[src/hw/rtl/infix_to_postfix_converter_defines.svh]
// Assertion macros shared by the RTL.
`ifndef INFIX_TO_POSTFIX_CONVERTER_DEFINES_SVH
`define INFIX_TO_POSTFIX_CONVERTER_DEFINES_SVH

`ifndef ASSERT_OFF

// Same-cycle implication, checked out of reset.
`define ASSERT_IMP(label, clk, rst_n, ante, cons) \
  label: assert property (@(posedge clk) disable iff (!(rst_n)) (ante) |-> (cons)) \
    else $error("assertion failed: same-cycle implication");

// Next-cycle implication, checked out of reset.
`define ASSERT_NXT(label, clk, rst_n, ante, cons) \
  label: assert property (@(posedge clk) disable iff (!(rst_n)) (ante) |=> (cons)) \
    else $error("assertion failed: next-cycle implication");

`else

`define ASSERT_IMP(label, clk, rst_n, ante, cons)
`define ASSERT_NXT(label, clk, rst_n, ante, cons)

`endif

`endif

[src/hw/rtl/itp_pkg.sv]
`timescale 1ns / 1ps
`default_nettype none

package itp_pkg;

  localparam int unsigned STACK_DEPTH = 16;
  localparam int unsigned PTR_W       = $clog2(STACK_DEPTH);
  localparam int unsigned CNT_W       = $clog2(STACK_DEPTH + 1);
  localparam int unsigned OP_W        = 2;

  localparam logic [CNT_W-1:0] DEPTH_CNT = CNT_W'(STACK_DEPTH);

  localparam logic [7:0] CH_PLUS  = 8'h2B;
  localparam logic [7:0] CH_MINUS = 8'h2D;
  localparam logic [7:0] CH_MUL   = 8'h2A;
  localparam logic [7:0] CH_DIV   = 8'h2F;
  localparam logic [7:0] CH_SPACE = 8'h20;
  localparam logic [7:0] CH_TAB   = 8'h09;
  localparam logic [7:0] CH_NL    = 8'h0A;

  // Operator codes as held on the stack; the upper bit is the precedence.
  typedef enum logic [OP_W-1:0] {
    OP_ADD = 2'd0,
    OP_SUB = 2'd1,
    OP_MUL = 2'd2,
    OP_DIV = 2'd3
  } op_e;

  function automatic logic is_blank(input logic [7:0] ch);
    return ch inside {CH_SPACE, CH_TAB, CH_NL};
  endfunction

  function automatic logic is_op(input logic [7:0] ch);
    return ch inside {CH_PLUS, CH_MINUS, CH_MUL, CH_DIV};
  endfunction

  function automatic op_e op_code(input logic [7:0] ch);
    op_e code;
    case (ch)
      CH_PLUS:  code = OP_ADD;
      CH_MINUS: code = OP_SUB;
      CH_MUL:   code = OP_MUL;
      CH_DIV:   code = OP_DIV;
      default:  code = OP_ADD;
    endcase
    return code;
  endfunction

  function automatic logic [7:0] op_char(input op_e code);
    logic [7:0] ch;
    case (code)
      OP_ADD:  ch = CH_PLUS;
      OP_SUB:  ch = CH_MINUS;
      OP_MUL:  ch = CH_MUL;
      OP_DIV:  ch = CH_DIV;
      default: ch = CH_PLUS;
    endcase
    return ch;
  endfunction

endpackage

`default_nettype wire

[src/hw/rtl/infix_to_postfix_converter.sv]
// An operand request shows on the output the cycle after it is taken, through the
// output register. An operator is accepted, then pops each entry of equal or higher
// precedence and then pushes or drops; a flush is accepted and pops every stacked entry.
// Throughput is set by the single stack RAM port pair: one pop per cycle; output
// stalls hold the controller. Reset clears the stack count, the controller and the
// output valid bit; the stack RAM is not cleared, since only entries below the count are read.
`timescale 1ns / 1ps
`default_nettype none
`include "infix_to_postfix_converter_defines.svh"

module infix_to_postfix_converter
  import itp_pkg::*;
(
  input  wire logic       clk_i,
  input  wire logic       rst_ni,
  // Input request channel
  input  wire logic       s_axis_tvalid,
  output logic            s_axis_tready,
  input  wire logic [7:0] s_axis_tdata,   // [7:0] symbol
  input  wire logic       s_axis_tlast,   // end_of_expression
  // Output request channel
  output logic            m_axis_tvalid,
  input  wire logic       m_axis_tready,
  output logic      [7:0] m_axis_tdata,   // [7:0] out_symbol
  output logic            m_axis_tlast,   // last
  output logic            m_axis_tuser    // [0] push_dropped
);

  // IDLE takes requests; POP compares the top entry whose read data arrived from the RAM
  // and pops it or pushes or drops the operator; PUSH finishes an operator on an empty stack.
  typedef enum logic [1:0] {
    ST_IDLE,
    ST_POP,
    ST_PUSH
  } state_e;

  state_e           state_q, state_d;
  logic [CNT_W-1:0] cnt_q, cnt_d;
  logic             flush_q, flush_d;
  op_e              op_q, op_d;
  // An operator's pops are held back one step so the final one can be
  // tagged last once the push or drop decision is known.
  logic             pend_valid_q, pend_valid_d;
  logic [7:0]       pend_sym_q, pend_sym_d;
  // Output register: parts the output handshake from the controller.
  logic             out_valid_q, out_valid_d;
  logic [7:0]       out_sym_q, out_sym_d;
  logic             out_last_q, out_last_d;
  logic             out_drop_q, out_drop_d;

  logic             s_acc;
  logic             out_free;
  logic             emit;
  logic [7:0]       emit_sym;
  logic             emit_last;
  logic             emit_drop;
  logic [CNT_W-1:0] cnt_dec;
  logic [CNT_W-1:0] cnt_dec2;
  logic             can_push;
  logic             pend_ok;
  logic             pop_hit;

  logic             ram_we;
  logic             ram_re;
  logic [PTR_W-1:0] ram_raddr;
  logic [OP_W-1:0]  ram_rdata;
  op_e              top_op;

  itp_ram #(
    .Width (OP_W),
    .Depth (STACK_DEPTH)
  ) u_stack (
    .clk_i   (clk_i),
    .we_i    (ram_we),
    .waddr_i (cnt_q[PTR_W-1:0]),
    .wdata_i (op_q),
    .re_i    (ram_re),
    .raddr_i (ram_raddr),
    .rdata_o (ram_rdata)
  );

  assign top_op   = op_e'(ram_rdata);
  assign out_free = !out_valid_q || m_axis_tready;
  assign s_axis_tready = (state_q == ST_IDLE) && out_free;
  assign s_acc    = s_axis_tvalid && s_axis_tready;
  assign cnt_dec  = cnt_q - CNT_W'(1);
  assign cnt_dec2 = cnt_q - CNT_W'(2);
  assign can_push = cnt_q < DEPTH_CNT;
  assign pend_ok  = !pend_valid_q || out_free;
  assign pop_hit  = flush_q || (top_op[OP_W-1] >= op_q[OP_W-1]);

  // Controller. The FSM never reads an entry in the same cycle it writes
  // one: the push ends the item and the next read comes with a new request,
  // so the RAM needs no forwarding path.
  always_comb begin
    state_d      = state_q;
    cnt_d        = cnt_q;
    flush_d      = flush_q;
    op_d         = op_q;
    pend_valid_d = pend_valid_q;
    pend_sym_d   = pend_sym_q;
    ram_we       = 1'b0;
    ram_re       = 1'b0;
    ram_raddr    = cnt_dec[PTR_W-1:0];
    emit         = 1'b0;
    emit_sym     = pend_sym_q;
    emit_last    = 1'b0;
    emit_drop    = 1'b0;

    case (state_q)
      ST_IDLE: begin
        if (s_acc) begin
          if (s_axis_tlast) begin
            // Flush: start reading the top if there is one.
            if (cnt_q != '0) begin
              ram_re  = 1'b1;
              flush_d = 1'b1;
              state_d = ST_POP;
            end
          end else if (is_blank(s_axis_tdata)) begin
            // Drop blanks silently.
          end else if (is_op(s_axis_tdata)) begin
            op_d    = op_code(s_axis_tdata);
            flush_d = 1'b0;
            if (cnt_q == '0) begin
              state_d = ST_PUSH;
            end else begin
              ram_re  = 1'b1;
              state_d = ST_POP;
            end
          end else begin
            // Operand: pass straight to the output register.
            emit      = 1'b1;
            emit_sym  = s_axis_tdata;
            emit_last = 1'b1;
          end
        end
      end

      ST_POP: begin
        if (pop_hit && flush_q) begin
          if (out_free) begin
            emit      = 1'b1;
            emit_sym  = op_char(top_op);
            emit_last = (cnt_q == CNT_W'(1));
            cnt_d     = cnt_dec;
            if (cnt_q == CNT_W'(1)) begin
              flush_d = 1'b0;
              state_d = ST_IDLE;
            end else begin
              ram_re    = 1'b1;
              ram_raddr = cnt_dec2[PTR_W-1:0];
            end
          end
        end else if (pop_hit) begin
          if (pend_ok) begin
            emit         = pend_valid_q;
            pend_valid_d = 1'b1;
            pend_sym_d   = op_char(top_op);
            cnt_d        = cnt_dec;
            if (cnt_q == CNT_W'(1)) begin
              state_d = ST_PUSH;
            end else begin
              ram_re    = 1'b1;
              ram_raddr = cnt_dec2[PTR_W-1:0];
            end
          end
        end else if (can_push) begin
          if (pend_ok) begin
            ram_we       = 1'b1;
            cnt_d        = cnt_q + CNT_W'(1);
            emit         = pend_valid_q;
            emit_last    = 1'b1;
            pend_valid_d = 1'b0;
            state_d      = ST_IDLE;
          end
        end else if (out_free) begin
          // Full stack with nothing popped: drop the operator.
          emit      = 1'b1;
          emit_sym  = op_char(op_q);
          emit_last = 1'b1;
          emit_drop = 1'b1;
          state_d   = ST_IDLE;
        end
      end

      ST_PUSH: begin
        // Stack is empty here, so the push always fits.
        if (pend_ok) begin
          ram_we       = 1'b1;
          cnt_d        = cnt_q + CNT_W'(1);
          emit         = pend_valid_q;
          emit_last    = 1'b1;
          pend_valid_d = 1'b0;
          state_d      = ST_IDLE;
        end
      end

      default: begin
        state_d = ST_IDLE;
      end
    endcase
  end

  // Output register: load on emit, drain on the output handshake.
  always_comb begin
    out_valid_d = out_valid_q;
    out_sym_d   = out_sym_q;
    out_last_d  = out_last_q;
    out_drop_d  = out_drop_q;
    if (emit) begin
      out_valid_d = 1'b1;
      out_sym_d   = emit_sym;
      out_last_d  = emit_last;
      out_drop_d  = emit_drop;
    end else if (m_axis_tready) begin
      out_valid_d = 1'b0;
    end
  end

  always_ff @(posedge clk_i or negedge rst_ni) begin
    if (!rst_ni) begin
      state_q      <= ST_IDLE;
      cnt_q        <= '0;
      flush_q      <= 1'b0;
      op_q         <= OP_ADD;
      pend_valid_q <= 1'b0;
      out_valid_q  <= 1'b0;
    end else begin
      state_q      <= state_d;
      cnt_q        <= cnt_d;
      flush_q      <= flush_d;
      op_q         <= op_d;
      pend_valid_q <= pend_valid_d;
      out_valid_q  <= out_valid_d;
    end
  end

  always_ff @(posedge clk_i) begin
    pend_sym_q <= pend_sym_d;
    out_sym_q  <= out_sym_d;
    out_last_q <= out_last_d;
    out_drop_q <= out_drop_d;
  end

  assign m_axis_tvalid = out_valid_q;
  assign m_axis_tdata  = out_sym_q;
  assign m_axis_tlast  = out_last_q;
  assign m_axis_tuser  = out_drop_q;

  // Stack count never runs past the RAM depth.
  `ASSERT_IMP(a_cnt_range, clk_i, rst_ni, 1'b1, cnt_q <= DEPTH_CNT)
  // A dropped operator is always the final result of its request.
  `ASSERT_IMP(a_drop_last, clk_i, rst_ni, out_valid_q && out_drop_q, out_last_q)
  // No pop is left pending once the controller is back in idle.
  `ASSERT_IMP(a_pend_idle, clk_i, rst_ni, state_q == ST_IDLE, !pend_valid_q)
  // A flush never pushes.
  `ASSERT_IMP(a_flush_no_push, clk_i, rst_ni, ram_we, !flush_q)
  // A push grows the stack by exactly one.
  `ASSERT_NXT(a_push_grow, clk_i, rst_ni, ram_we, cnt_q == $past(cnt_q) + CNT_W'(1))

endmodule

`default_nettype wire

[src/hw/rtl/itp_ram.sv]
`timescale 1ns / 1ps
`default_nettype none

module itp_ram #(
  parameter int unsigned Width = 2,
  parameter int unsigned Depth = 16,
  localparam int unsigned AddrW = $clog2(Depth)
) (
  input  wire logic             clk_i,
  input  wire logic             we_i,
  input  wire logic [AddrW-1:0] waddr_i,
  input  wire logic [Width-1:0] wdata_i,
  input  wire logic             re_i,
  input  wire logic [AddrW-1:0] raddr_i,
  output logic      [Width-1:0] rdata_o
);

  logic [Width-1:0] mem_q [Depth];
  logic [Width-1:0] rdata_q;

  // Hold read data when no read is issued.
  always_ff @(posedge clk_i) begin
    if (we_i) begin
      mem_q[waddr_i] <= wdata_i;
    end
    if (re_i) begin
      rdata_q <= mem_q[raddr_i];
    end
  end

  assign rdata_o = rdata_q;

endmodule

`default_nettype wire

[config.mk]
export PLATFORM = sky130hd
export DESIGN_NAME = infix_to_postfix_converter
export DESIGN_NICKNAME = d
export VERILOG_FILES = /design/src/hw/rtl/itp_pkg.sv /design/src/hw/rtl/infix_to_postfix_converter.sv /design/src/hw/rtl/itp_ram.sv
export VERILOG_INCLUDE_DIRS = /design/src /design/src/hw/rtl
export SDC_FILE = /design/constraint.sdc
export NUM_CORES = 1
export LEC_CHECK = 0
export BUFFER_PORTS_ARGS = -buffer_cell sky130_fd_sc_hd__buf_2
export CORE_UTILIZATION = 55
export DETAILED_ROUTE_END_ITERATION = 10
export GPL_ROUTABILITY_DRIVEN = 0
export PLACE_DENSITY = 0.77
export SYNTH_ARGS = -nofsm -noshare
export SYNTH_HDL_FRONTEND = slang
export SYNTH_SLANG_ARGS = --single-unit
[constraint.sdc]
create_clock -name clk_i -period 2.53 [get_ports clk_i]
set_input_delay 0.3795 -clock clk_i [delete_from_list [all_inputs] [get_ports clk_i]]
set_output_delay 0.3795 -clock clk_i [all_outputs]
set_load 0.02 [all_outputs]
* After elaboration in Yosys (flattened, before gate mapping)
Memory sizes are Yosys's and may differ from the RTL's. A register that Yosys moved wholly into a read port is not among the register bits.
Index checks and enable logic that the tools add are counted.
** Storage, ports and cells
- Register bits :: 30
- Word-level logic and storage cells :: 170
- Memories kept :: 1
- Memory bits (writable) :: 32
- Input port bits :: 13
- Output and inout bits :: 12
** Memories
- u_stack.mem_q :: depth 16, bits a word 2, rd ports 1, clocked after memory_dff 1, wr ports 1, RTL line itp_ram.sv:18 : logic [Width-1:0] mem_q [Depth];
** Operators by class
- Bitwise operators :: 4
- Multiplexer cells :: 93
- Equality and inequality tests :: 32
- Reductions and logical operators :: 25
- Magnitude comparators :: 2
- Add/sub/neg operators :: 3
** Operators with widths (number)
- 8-bit two-way mux :: 9
- 8-bit one-hot mux with 4 select lines :: 2
- 1-bit two-way mux :: 45
- 8-bit by 6-bit equality test with 1-bit output, second input constant :: 5
- 2-bit two-way mux :: 15
- 5-bit two-way mux :: 6
- 4-bit two-way mux :: 6
- 3-bit inequality test, second input constant :: 6
- 8-bit by 4-bit equality test with 1-bit output, second input constant :: 2
- 8-bit one-hot mux with 2 select lines :: 1
- 4-bit inequality test, second input constant :: 3
- 2-bit one-hot mux with 3 select lines :: 2
- 4-bit AND reduction :: 3
- 2-bit equality test, second input constant :: 5
- 2-bit inequality test, second input constant :: 5
- 5-bit one-hot mux with 2 select lines :: 1
- 9-bit AND reduction :: 1
- 1-bit one-hot mux with 2 select lines :: 4
- 8-bit AND reduction :: 1
- 2-bit by 1-bit equality test with 1-bit output, second input constant :: 3
- 2-bit logical NOT :: 3
- 3-bit by 2-bit inequality test with 1-bit output, second input constant :: 2
- 1-bit one-hot mux with 3 select lines :: 2
- 2-bit nonzero test :: 3
- other kinds (16) :: 24

* Longest topological paths before layout
- Word-level depth :: 10
- Gate-level depth with buffers :: 10
- Mapped depth without buffers :: 8

* Cells and area by module
A second synthesis with hierarchy kept.
** Second synthesis, totals
- Cell total of the unflattened synthesis :: 307
- Area total of the unflattened synthesis :: 3417.0 µm²
** Modules (own cells, without submodules)
- infix_to_postfix_converter :: times used 1, area an instance 2016.9 µm², seq. area each 690.7 µm², cells each 229
- itp_ram :: times used 1, area an instance 1400.1 µm², seq. area each 1021.0 µm², cells each 78

* Least setup slack after synthesis
Ideal clock, no wire load.
- Path type :: register to register
- Start point :: register cnt_q[0]
- End point :: register u_stack.rdata_q[0] (netlist: u_stack.rdata_o[0]) (read register of u_stack.mem_q), data pin
- Setup time :: 260 ps
- Path buffers :: 2
- Arrival time :: 2400 ps
- Cell stages (with the launch flop) :: 9
- Required time :: 2270 ps
- Clock period less this slack :: 2659 ps
- Path slack :: -129 ps
- Cells stage by stage :: dfrtp_1 -> clkbuf_1 -> inv_1 -> ha_1 -> buf_1 -> mux4_2 -> mux2i_1 -> mux2i_1 -> mux2_2
** Between the ends
- Word-level cells in the longest chain between the ends :: 7
- Elaborated cells on any way between the ends :: 23
- Those cells by class :: add/sub: 2; eq/ne: 1; mux: 18; reduce/logical: 2
** RTL lines
- start: declaration :: RTL line infix_to_postfix_converter.sv:38 : logic [CNT_W-1:0] cnt_q, cnt_d;
- start signal: assignment :: RTL line infix_to_postfix_converter.sv:231 : cnt_q <= cnt_d;
- parallel branches: the longest is 7 deep, another holds 5-bit by 1-bit subtractor with 5-bit output
- end: declaration :: RTL line itp_ram.sv:19 : logic [Width-1:0] rdata_q;
Several ways; the timed one is not identified.
A chain may end at the register's enable or synchronous reset.

* Final worst setup path
- Start point :: register cnt_q[1]
- End point :: register u_stack.rdata_q[1] (netlist: u_stack.rdata_o[1]) (read register of u_stack.mem_q), data pin
The elaborated chain is that of the path after synthesis.

==> impl_metrics.csv <==
group,metric,value,unit
synthesis,synth.cell_area,3510,sq um
grt,antenna_found_initial,0,
setup_path,cp-endpoint,"u_stack.rdata_o[1]",
route,drt_iter0_markers,214,
setup_path,r2r-end,"u_stack.rdata_o[1]",
synthesis,synthFlopType,"edfxtp_1",
pwr,leakagePower,1.59,nW
status,outcome,"finished clean",
grt,track_usage,26.8,%
setup_path,end_kind,"register",
worst_hold_path,hold_path_depth,2,
timing,finalSetupViolations,0,
setup_path,reg2reg_from,"cnt_q[1]",
synthesis,synth_seq_cells,59,
cells_and_area,nFillCells,459,
timing,worst_pin_slew,0.680,ns
cts,htreeDepth,3,
cells_and_area,design_area,4000,sq um
timing,fmax,426,MHz
route,drtAntennaViolNets,0,
floorplan,die_x,81.9,um
timing,skew,0.00679,ns
setup_path,crit_type,"reg -> reg",
cts,clock_sinks,59,
cts,cts_tree,"done",
pwr,power.density,1110,nW/um^2
floorplan,fp.dieH,81.9,um
synthesis,syn_inst,294,
route,vias,2632,
floorplan,io_pins,25,
cts,root_buffer,"clkbuf_8",
timing,worst_slack,0.181,ns
setup_path,crit_path_start_kind,"register",
setup_path,cpPeakStageDelay,0.55,ns
route,dr.pass1.iters,5,
timing,rsz0062_at_grt,"no",
route,wl_per_cell,19.7,um
grt,grt_pass1_wl,12.8,mm
setup_path,r2r_setup_slack,0.18,ns
cts,cts_buffer_depth,2,
setup_path,required,2.62,ns
setup_path,cp.arrival,2.44,ns
job,drv_cap,0,
floorplan,core_area,6030,sq um
placement,dpl_cell_area,3800,sq um
timing,hold_violations,0,
timing,fin_setup_tns,0,ns
route,vias_per_cell,6.39,
placement,io_buffers,24,
setup_path,path_common_cell,"mux2i_1",
setup_path,path_max_fanout,10,
grt,grt_overflow_total,0,
synthesis,yosysWarnings,0,
cts,clkLatencyLatePin,0.34,ns
synthesis,synth-seq-area-share,48.7,%
synthesis,synthArstFlopShare,20.3,%
synthesis,ys_types,57,
setup_path,critPathSlowestCell,"ha_1",
route,drc_errors,0,
cts,clk_pin_slew,0.07,ns
route,routed_wl,8.14,mm
timing,period_minus_slack,2.35,ns
setup_path,crit_chain,"inv_1 > buf_4 > ha_1 > mux4_2 > mux2i_1 > mux2i_1 > mux2_2",
cells_and_area,synthToLayoutAreaGrowth,13.9,%
placement,place_ws,0.102,ns
grt,grt_pass1_vias,2446,
grt,grt_max_degree,21,
cells_and_area,diodes,0,
setup_path,cp-startpoint,"cnt_q[1]",
cts,cts_resized,0,
synthesis,synth_edf_count,47,
placement,hpwl,5.80,mm
worst_hold_path,min-delay-path-class,"in -> reg",
synthesis,syn_nets,319,
floorplan,initial_core_util,58.3,%
timing,post-route-period-util,92.8,%
cells_and_area,fin_nets,357,
timing,drv_slew,0,
cells_and_area,drive_gt1_share,24.6,%
floorplan,die_area,6710,sq um
cells_and_area,final_cell_mix,"edfxtp_1 (47), nor2_1 (27), buf_2 (24)",
pwr,vdd_drop_max,0.000670,V
synthesis,syn-mean-instance-area,11.9,sq um
floorplan,num_rows,28,
cells_and_area,layout.cells.most_common,"edfxtp_1",
timing,max_slew_margin,54.7,%
cts,cts_inserted_buffers,9,
setup_path,reg2regPathDepth,7,
## area by class of cell
cell class              instances  area [sq um]  area share, %
inverters                      11          41.3           1.03
flip-flops and latches         59          1710           42.8
clock buffers                  10           128           3.19
multi-input cells             208          1690           42.3
clock inverters                 6          56.3           1.41
repair buffers                 43           278           6.94
well taps                      75          93.8           2.35
## synthesized netlist by cell type, drive strengths merged, types with 2 or more instances
cell type | n | area share, %
and4 | 2 | 0.50
nor2b | 5 | 0.89
o31ai | 2 | 0.43
nor2 | 27 | 2.9
nand2b | 5 | 0.89
and3 | 6 | 1.1
nor4bb | 2 | 0.57
buf | 5 | 0.75
ha | 12 | 4.3
edfxtp | 47 | 40
a211oi | 2 | 0.78
clkbuf | 11 | 1.2
nand2 | 19 | 2.0
nand3b | 4 | 0.86
xor2 | 3 | 0.75
o22ai | 3 | 0.53
mux2i | 14 | 4.0
a221o | 2 | 0.57
mux2 | 4 | 1.3
a21oi | 11 | 1.6
nand3 | 8 | 1.1
or2 | 3 | 0.53
a32oi | 2 | 0.50
nor4b | 4 | 1.4
nor3b | 4 | 1.2
mux4 | 16 | 10
o21ai | 20 | 3.0
xnor2 | 3 | 0.75
a31oi | 2 | 0.36
inv | 11 | 1.2
and3b | 2 | 0.50
or3 | 3 | 0.53
dfrtp | 12 | 8.6
## stage by stage
stage / instances / power (mW) / hold WS [ns] / utilization (%)
floorplan: 294 / 2.99 / 0.0839 / -
global placement: 394 / 3.54 / 0.283 / 63.0
finish: 412 / 4.44 / 0.352 / 66.4
detailed placement: 394 / 3.60 / 0.292 / 63.0
global route: 412 / 4.68 / 0.369 / 66.4
CTS: 411 / 4.42 / 0.342 / 66.3
## worst min path at each step
stage                    start               to  slack, ns
2_1_floorplan           rst_ni         cnt_q[0]       0.08
3_3_place_gp            rst_ni       state_q[0]       0.28
3_5_place_dp            rst_ni       state_q[0]       0.29
4_1_cts        s_axis_tdata[6]  m_axis_tdata[6]       0.34
5_1_grt        s_axis_tdata[6]  m_axis_tdata[6]       0.37
6_report       s_axis_tdata[6]  m_axis_tdata[6]       0.35
## state kept, by name (all words and copies together), names as in the netlist
name,count
pend_valid_q,1
m_axis_tuser,1
op_q,2
flush_q,1
m_axis_tdata,8
m_axis_tvalid,1
m_axis_tlast,1
u_stack.mem_q,32
u_stack.rdata_o,2
pend_sym_q,3
cnt_q,5
state_q,2
## critical path, delay by kind of cell, from the launching register on
family	cells	cell delay [ns]
buffers and inverters	2	0.21
DFF	1	0.35
adders and majority gates	1	0.55
muxes	4	0.98
## report_power, final
part           switching (mW)  internal [mW]  total, mW
registers               0.147           1.29       1.44
logic                    1.22          0.960       2.18
clock network           0.383          0.446      0.829
total                    1.75           2.70       4.44
## routing by layer
layer / routed length, um / vias up / GRT usage (%)
li1: - / 1199 / -
met1: 3600 / 1276 / 38.0
met2: 3760 / 142 / 41.3
met3: 635 / 15 / 4.44
met4: 140 / 0 / 9.65
met5: 0 / - / 0
## cells by family after synthesis
group,after synthesis,synth area share (%)
buffers and inverters,27,3.10
DFF,59,48.7
xor gates and xnor gates,6,1.50
AOI/OAI and AO/OA,57,11.0
muxes,34,15.5
and+or+nand+nor,99,15.9
adders and majority gates,12,4.27
## what timing repair did
item                                   CTS  global route
setup endpoints to repair                0             2
endpoints found under the hold margin   12             0
buffers inserted                         0             1
hold buffers                             1             0
(Power assumes the default switching activity.)
